File: src/rtl/lzms_pkg.sv
`timescale 1ns / 1ps
// lzms_pkg: shared widths, constants and types of the longest-match search block
// no dependencies; imported by every module under rtl
package lzms_pkg;

  localparam int ADDR_W       = 13;
  localparam int BUFFER_DEPTH = 1 << ADDR_W;
  localparam int DATA_W       = 8;
  localparam int LEN_W        = 9;
  localparam int S_TDATA_W    = 56;
  localparam int M_TDATA_W    = 24;

  localparam logic [LEN_W-1:0] MIN_MATCH = 9'd3;
  localparam logic [LEN_W-1:0] MAX_RUN   = 9'd273;

  typedef enum logic {
    FUNC_WRITE  = 1'b0,
    FUNC_SEARCH = 1'b1
  } func_t;

  // the two buffer addresses compared in one cycle
  typedef struct packed {
    logic [ADDR_W-1:0] cand_addr;
    logic [ADDR_W-1:0] cur_addr;
  } rd_req_t;

  typedef struct packed {
    logic [LEN_W-1:0]  length;
    logic [ADDR_W-1:0] position;
  } match_t;

endpackage

File: src/rtl/lzms_search_ctrl.sv
`timescale 1ns / 1ps
// lzms_search_ctrl: search sequencer, compares one byte pair per cycle and keeps the best run
// depends on lzms_pkg; drives the read ports of lzms_hist_mem
module lzms_search_ctrl (
  input  logic                          clk,
  input  logic                          rst,
  input  logic                          start,
  input  logic [lzms_pkg::ADDR_W-1:0]   search_start,
  input  logic [lzms_pkg::ADDR_W-1:0]   search_offset,
  input  logic [lzms_pkg::LEN_W-1:0]    lookahead_limit,
  input  logic [lzms_pkg::DATA_W-1:0]   rd_cand,
  input  logic [lzms_pkg::DATA_W-1:0]   rd_cur,
  output lzms_pkg::rd_req_t             rd_req,
  output logic                          busy,
  output logic                          done,
  output lzms_pkg::match_t              result
);
  import lzms_pkg::*;

  typedef enum logic [1:0] {
    ST_IDLE = 2'b01,
    ST_RUN  = 2'b10
  } state_t;

  state_t            state, state_next;
  logic [ADDR_W-1:0] cand, cand_next;
  logic [ADDR_W-1:0] cur, cur_next;
  logic [ADDR_W-1:0] count, count_next;
  logic [ADDR_W-1:0] k, k_next;
  logic [LEN_W-1:0]  limit, limit_next;
  logic [LEN_W-1:0]  n, n_next;
  logic [LEN_W-1:0]  best, best_next;
  logic [ADDR_W-1:0] best_pos, best_pos_next;

  logic              eq, better;
  logic [LEN_W-1:0]  n1, len, fin_len;
  logic [ADDR_W-1:0] fin_pos, k1, n1_ext;

  assign busy = (state == ST_RUN);

  always_comb begin
    state_next    = state;
    cand_next     = cand;
    cur_next      = cur;
    count_next    = count;
    k_next        = k;
    limit_next    = limit;
    n_next        = n;
    best_next     = best;
    best_pos_next = best_pos;
    done          = 1'b0;
    result        = '0;
    rd_req.cand_addr = cand;
    rd_req.cur_addr  = cur;

    // the byte pair for (cand, n) is on the read ports while running
    eq      = (rd_cand == rd_cur);
    n1      = n + 1'b1;
    n1_ext  = {{(ADDR_W-LEN_W){1'b0}}, n1};
    k1      = k + 1'b1;
    len     = eq ? n1 : n;
    better  = (len > best);
    fin_len = better ? len : best;
    fin_pos = better ? cand : best_pos;

    case (state)
      ST_IDLE: begin
        if (start) begin
          cand_next     = search_start;
          cur_next      = search_offset;
          count_next    = search_offset - search_start;
          k_next        = '0;
          n_next        = '0;
          best_next     = '0;
          best_pos_next = '0;
          if (lookahead_limit < MIN_MATCH) begin
            limit_next = MIN_MATCH;
          end else if (lookahead_limit > MAX_RUN) begin
            limit_next = MAX_RUN;
          end else begin
            limit_next = lookahead_limit;
          end
          rd_req.cand_addr = search_start;
          rd_req.cur_addr  = search_offset;
          // empty window answers at once
          if (search_offset == search_start) begin
            done = 1'b1;
          end else begin
            state_next = ST_RUN;
          end
        end
      end
      ST_RUN: begin
        if (eq && (n1 != limit)) begin
          n_next           = n1;
          rd_req.cand_addr = cand + n1_ext;
          rd_req.cur_addr  = cur + n1_ext;
        end else begin
          best_next     = fin_len;
          best_pos_next = fin_pos;
          if ((better && (len == limit)) || (k1 == count)) begin
            done       = 1'b1;
            state_next = ST_IDLE;
            if (fin_len >= MIN_MATCH) begin
              result.length   = fin_len;
              result.position = fin_pos;
            end
          end else begin
            cand_next        = cand + 1'b1;
            k_next           = k1;
            n_next           = '0;
            rd_req.cand_addr = cand + 1'b1;
            rd_req.cur_addr  = cur;
          end
        end
      end
      default: begin
        state_next = ST_IDLE;
      end
    endcase
  end

  always_ff @(posedge clk) begin
    if (rst) begin
      state <= ST_IDLE;
    end else begin
      state <= state_next;
    end
  end

  always_ff @(posedge clk) begin
    cand     <= cand_next;
    cur      <= cur_next;
    count    <= count_next;
    k        <= k_next;
    limit    <= limit_next;
    n        <= n_next;
    best     <= best_next;
    best_pos <= best_pos_next;
  end

endmodule

File: config.mk
export PLATFORM = sky130hd
export DESIGN_NAME = lzms_search_ctrl
export DESIGN_NICKNAME = d
export VERILOG_FILES = /design/src/rtl/lzms_pkg.sv /design/src/rtl/lzms_search_ctrl.sv
export SDC_FILE = /design/constraint.sdc
export NUM_CORES = 1
export LEC_CHECK = 0
export BUFFER_PORTS_ARGS = -buffer_cell sky130_fd_sc_hd__clkbuf_2
export CAP_MARGIN = 20
export CORE_MARGIN = 2
export CORE_UTILIZATION = 54
export CTS_CLUSTER_SIZE = 14
export DETAILED_ROUTE_END_ITERATION = 16
export PLACE_DENSITY = 0.78
export SKIP_LAST_GASP = 1
export SYNTH_ARGS = -nofsm -noshare
export SYNTH_HDL_FRONTEND = slang
export SYNTH_SLANG_ARGS = --single-unit
File: constraint.sdc
create_clock -name clk -period 7.16 [get_ports clk]
set_clock_uncertainty 0.2 [all_clocks]
set_input_delay 0.716 -clock clk [delete_from_list [all_inputs] [get_ports clk]]
set_output_delay 0.716 -clock clk [all_outputs]
set_load 0.1 [all_outputs]
==> flow_metrics.tcl, run 1 <==
set metrics [dict create \
    diodes 0 \
    cts_max_level 3 \
    finalHoldViolCount 0 \
    num_rows 45 \
    grt_max_degree 46 \
    antenna_left 0 \
    top_usage_layer "met2" \
    slew_headroom 0.253 \
    clock.fmax_mhz 159 \
    antenna_found_initial 0 \
    postCtsSetupBuffers 0 \
    cts-root-buf "clkbuf_16" \
    clk_pin_slew_worst_paths_ps 70 \
    fp.dieW_um 127 \
    final_cell_mix "110 x nor2_1, 103 x clkbuf_2, 92 x edfxtp_1" \
    cts.sinks 94 \
    drive_gt1_frac 0.154 \
    crit_path_start_kind "flop" \
    setup_viol 0 \
    ys_async_sr_fraction 0 \
    die_y_um 127 \
    synth_top_cell_by_area "edfxtp_1" \
    io_pins 104 \
    clk_latency_ps 360 \
    holdCritStartpoint "state[0]$_SDFFE_PP1P_" \
    cp_cell_sequence "ha_1, nand4_1, nor3_1, nand2_1, xnor2_1, ha_1, nand2_1, o31ai_1, nand4_1, a21oi_4, o41ai_4, buf_4, nor2_1, clkbuf_2" \
    worstSetupPathType "reg2out" \
    status "completed" \
    core-area_um2 15000 \
    ys_top_cells_by_area "edfxtp_1 34%, xnor2_1 6.7%, ha_1 6.7%" \
    cts_tree "built" \
    grt_pass1_wl_um 35900 \
    grt_pass1_vias 6949 \
    drtIter0Drc 783 \
    cp_data_arrival_time_ps 5380 \
    syn_nets 1057 \
    synth_area_per_cell_um2 8.60 \
    drt_first_pass_iters 7 \
    postCtsHoldBufs 0 \
    synth.top_cell.area_share 0.336 \
    finalCritPeriodShare 0.880 \
    max_stage_delay_ps 870 \
    critical_path_required_ps 6240 \
    place_ws_ps 1060 \
    setup_slack_ps 861 \
    min_path_type "reg2reg" \
    cts_resized 0 \
    rsz0062_at_grt "no" \
    place_congestion 0.915 \
    layout_commonest_cell "nor2_1" \
    num-nets-final 1134 \
    path_max_fanout 16 \
    synth_cell_type_count 84 \
    end_kind "output pin" \
    synthToLayoutAreaGrowth_pct 11.5 \
    routed_wl_um 22600 \
    dp_hpwl_um 16900 \
    maxCapViolations 0 \
    syn_inst 956 \
    cts-buffers-inserted 9 \
    wl_per_cell_um 18.4 \
    grt_use_met1 0.392 \
    use_met3 0.0356 \
    finalSetupTns_ps 0 \
    grt_overflow 0 \
    timing.rr.start "n[0]$_SDFFCE_PN0P_" \
    start_util 0.547 \
    min_period_ps 6300 \
    via_count 7524 \
    holdPathEnd "state[0]$_SDFFE_PP1P_" \
    dieArea_um2 16200 \
    r2r_setup_slack_ps 2160 \
    synth_area_um2 8220 \
    whs_path_depth 2 \
    ys_ff_latch 94 \
    cts.path.max_buffers 2 \
    cpMaxStageDelayCell "o31ai_1" \
    synth.yosys.seq_area_share 0.341 \
    maxSlewViolCount 0 \
    rr_endpoint "k[3]$_SDFFCE_PN0P_" \
    drc 0 \
    worst_pin_slew_ps 1120 \
    r2r_cells 11 \
    synth_edf_count 92 \
    via_per_inst 6.14 \
    use_met2 0.445 \
    ys_dominant_reg_cell "edfxtp_1" \
    synth-warning-count 0 \
    grt_usage 0.280 \
    portBuffers 103 \
]
-- critical path, delay by kind of cell (launching register included) --
family	cells	cell delay, ps
AOI/OAI and AO/OA	3	1310
xor gates and xnor gates	1	180
adders and majority gates	2	700
buffers and inverters	2	700
DFF	1	510
and+or+nand+nor	6	1610
-- flip-flops by register name, indices dropped and copies added (netlist names) --
name and count:
count 13, best_pos 13, cand 13, limit 9, best 9, k 13, cur 13, state 2
n 9
-- area by class of cell --
cell class,instances,area (µm²)
fill,1314,5870
multi-input combinational,751,5000
sequential,94,2800
timing repair buffer,110,566
inverter,67,251
tap,188,235
clock buffer,11,233
clock inverter,4,72.6
-- metrics by stage --
stage | cell area [µm²] | utilization | hold WS (ps) | instances
after floorplan | 8220 | - | 269 | 956
after global placement | 8850 | 0.589 | 288 | 1209
after global routing | 9170 | 0.610 | 349 | 1225
after detailed placement | 8860 | 0.589 | 295 | 1210
after CTS | 9170 | 0.610 | 307 | 1225
final | 9170 | 0.610 | 309 | 1225
-- worst max path at each step --
stage	slack (ps)	cells after the start	from	to
after detailed placement	1060	19	rd_cur[7]	result[5]
after global placement	1220	18	rd_cur[6]	done
after global routing	570	14	n[0]$_SDFFCE_PN0P_	result[5]
after CTS	960	14	n[0]$_SDFFCE_PN0P_	result[5]
final	860	14	n[0]$_SDFFCE_PN0P_	result[5]
after floorplan	190	16	rd_cur[6]	rd_req[16]
-- synth_stat cells (4+ instances only) --
cell,number
o31ai_1,7
and3_1,21
inv_1,66
buf_2,5
o21bai_1,5
and2_1,9
a22oi_1,16
xor2_1,18
xnor2_1,63
nor4_1,9
and4_1,7
or4_1,4
ha_1,44
mux2i_1,16
a31oi_1,5
o21ai_0,54
clkbuf_1,35
or3_1,7
o31a_1,5
nand3_1,33
o211ai_1,6
o21a_1,5
nor2b_1,16
edfxtp_1,92
nor2_2,11
a222oi_1,7
a21o_1,8
nor2_1,111
nor3_1,16
a21oi_1,46
nand2b_1,10
or2_2,7
a21boi_0,9
nand2_1,87
a211oi_1,6
nand4_1,16
o221ai_1,4
-- logic make-up after synthesis --
family	count (synthesis)	synth area share
and+or+nand+nor	383	0.234
xor gates and xnor gates	83	0.0920
AOI/OAI and AO/OA	221	0.185
buffers and inverters	111	0.0528
adders and majority gates	47	0.0743
DFF	94	0.341
muxes	17	0.0209
-- per-layer routing --
| metal | wire, µm | share of wire | vias up |
|---|---|---|---|
| met5 | 0 | 0 | - |
| met4 | 614 | 0.027 | 0 |
| met3 | 1540 | 0.068 | 47 |
| met2 | 10300 | 0.46 | 312 |
| met1 | 10100 | 0.45 | 3537 |
| li1 | - | - | 3628 |
Power of run 1 is left out: the tool's default activity adds up to more than one toggle a clock period on the data nets, which glitch-free logic cannot reach.
==> run 2, diff against run 1 <==
--- a/config.mk
+++ b/config.mk
@@ -8,10 +8,11 @@
 export BUFFER_PORTS_ARGS = -buffer_cell sky130_fd_sc_hd__clkbuf_2
 export CAP_MARGIN = 20
 export CORE_MARGIN = 2
-export CORE_UTILIZATION = 54
+export CORE_UTILIZATION = 60
 export CTS_CLUSTER_SIZE = 14
 export DETAILED_ROUTE_END_ITERATION = 16
-export PLACE_DENSITY = 0.78
+export PLACE_DENSITY = 0.82
+export REMOVE_ABC_BUFFERS = 1
 export SKIP_LAST_GASP = 1
 export SYNTH_ARGS = -nofsm -noshare
 export SYNTH_HDL_FRONTEND = slang
==> constraint.sdc (replaced) <==
create_clock -name clk -period 5.99 [get_ports clk]
set_clock_uncertainty 0.2 [all_clocks]
set_input_delay 0.599 -clock clk [delete_from_list [all_inputs] [get_ports clk]]
set_output_delay 0.599 -clock clk [all_outputs]
set_load 0.1 [all_outputs]
==> flow_metrics.tcl, run 2 (synthesis gave the netlist of run 1 again) <==
set metrics [dict create \
    status "completed" \
    slew_headroom 0.319 \
    rr_endpoint "k[3]$_SDFFCE_PN0P_" \
    maxSlewViolCount 0 \
    setup_viol 0 \
    cts_tree "built" \
    start_util 0.618 \
    dieArea_um2 14600 \
    routed_wl_um 23000 \
    portBuffers 103 \
    clk_latency_ps 360 \
    crit_path_start_kind "flop" \
    cp_data_arrival_time_ps 4610 \
    drc 0 \
    drt_first_pass_iters 5 \
    cts_resized 0 \
    fillers 1018 \
    finalSetupTns_ps 0 \
    grt_max_degree 46 \
    place_ws_ps 859 \
    path_max_fanout 8 \
    cts-buffers-inserted 9 \
    drive_gt1_frac 0.163 \
    layout_commonest_cell "nor2_1" \
    min_path_type "in2reg" \
    fin_util 0.733 \
    cts-root-buf "clkbuf_16" \
    timing.rr.start "n[1]$_SDFFCE_PN0P_" \
    final_cell_mix "110 x nor2_1, 92 x edfxtp_1, 87 x nand2_1" \
    grt_pass1_vias 7121 \
    r2r_cells 11 \
    clk_pin_slew_worst_paths_ps 70 \
    core-area_um2 13300 \
    fin_area_um2 9740 \
    postCtsHoldBufs 0 \
    end_kind "output pin" \
    critical_path_required_ps 5190 \
    power.total_mw 6.15 \
    cellLeakagePower_nw 3.91 \
    cts.path.max_buffers 2 \
    rsz0062_at_grt "no" \
    num_rows 42 \
    r2r_setup_slack_ps 1210 \
    worst_pin_slew_ps 1020 \
    cts.sinks 94 \
    die_y_um 121 \
    holdCritStartpoint "search_offset[0]" \
    place_area_um2 9390 \
    postCtsSetupBuffers 0 \
    io_pins 104 \
    clock.fmax_mhz 185 \
    worstSetupPathType "reg2out" \
    dp_cells 1205 \
    fp.dieW_um 121 \
    via_per_inst 6.32 \
    grt_overflow 0 \
    maxCapViolations 0 \
    cts_max_level 3 \
    num-nets-final 1142 \
    drtIter0Drc 963 \
    place_congestion 0.985 \
    grt_pass1_wl_um 36300 \
    power_density_nw_per_um2 631 \
    setup_slack_ps 584 \
    fin_cells 1222 \
    synthToLayoutAreaGrowth_pct 18.6 \
    hold_slack_ps 257 \
    dp_hpwl_um 17300 \
    finalCritPeriodShare 0.903 \
    whs_path_depth 1 \
    antenna_left 0 \
    diodes 0 \
    via_count 7724 \
    antenna_found_initial 0 \
    holdPathEnd "cur[0]$_DFFE_PP_" \
    finalHoldViolCount 0 \
    grt_usage 0.316 \
    min_period_ps 5410 \
    peakVddDrop_mv 0.581 \
    wl_per_cell_um 18.8 \
]
==> run 2: worst max path at each step <==
| stage | from | to | slack, ps |
|---|---|---|---|
| 5_1_grt | n[0]$_SDFFCE_PN0P_ | rd_req[23] | 320 |
| 6_report | n[1]$_SDFFCE_PN0P_ | rd_req[16] | 580 |
| 4_1_cts | n[0]$_SDFFCE_PN0P_ | rd_req[23] | 670 |
| 3_5_place_dp | rd_cur[3] | rd_req[16] | 860 |
| 3_3_place_gp | rd_cur[1] | rd_req[16] | 900 |
| 2_1_floorplan | rd_cur[6] | result[0] | -1150 |
==> run 2: cell type report <==
type | instances | area (µm²) | area share
Inverter | 67 | 251 | 0.0258
Timing Repair Buffer | 118 | 1120 | 0.115
Clock buffer | 9 | 225 | 0.0231
Sequential cell | 94 | 2800 | 0.288
Clock inverter | 7 | 121 | 0.0125
Multi-Input combinational cell | 751 | 5000 | 0.514
Tap cell | 176 | 220 | 0.0226
==> run 2: metal layers <==
layer,GRT usage,vias to the layer above,part of all wire
li1,-,3645,-
met1,0.459,3620,0.42
met2,0.486,430,0.46
met3,0.0559,29,0.11
met4,0.0865,0,0.012
met5,0,-,0
==> run 2: critical path, cell delays in order, from the launching register on <==
cell and delay, ps:
edfxtp_1 500, ha_1 370, and3_1 270, and3_1 220, xor2_1 270, ha_1 320, a211o_1 280, a211oi_1 300
o31ai_1 120, buf_4 170, nand4_1 390, nand3_1 160, xnor2_1 160, o31ai_1 470, buf_12 250
==> run 2: power by group <==
group	switching (mW)	internal, mW	leakage (nW)
clock network	0.260	0.410	0.170
logic	2.71	1.33	2.82
registers	0.354	1.09	0.920
total	3.33	2.82	3.91
(Power assumes the default switching activity.)
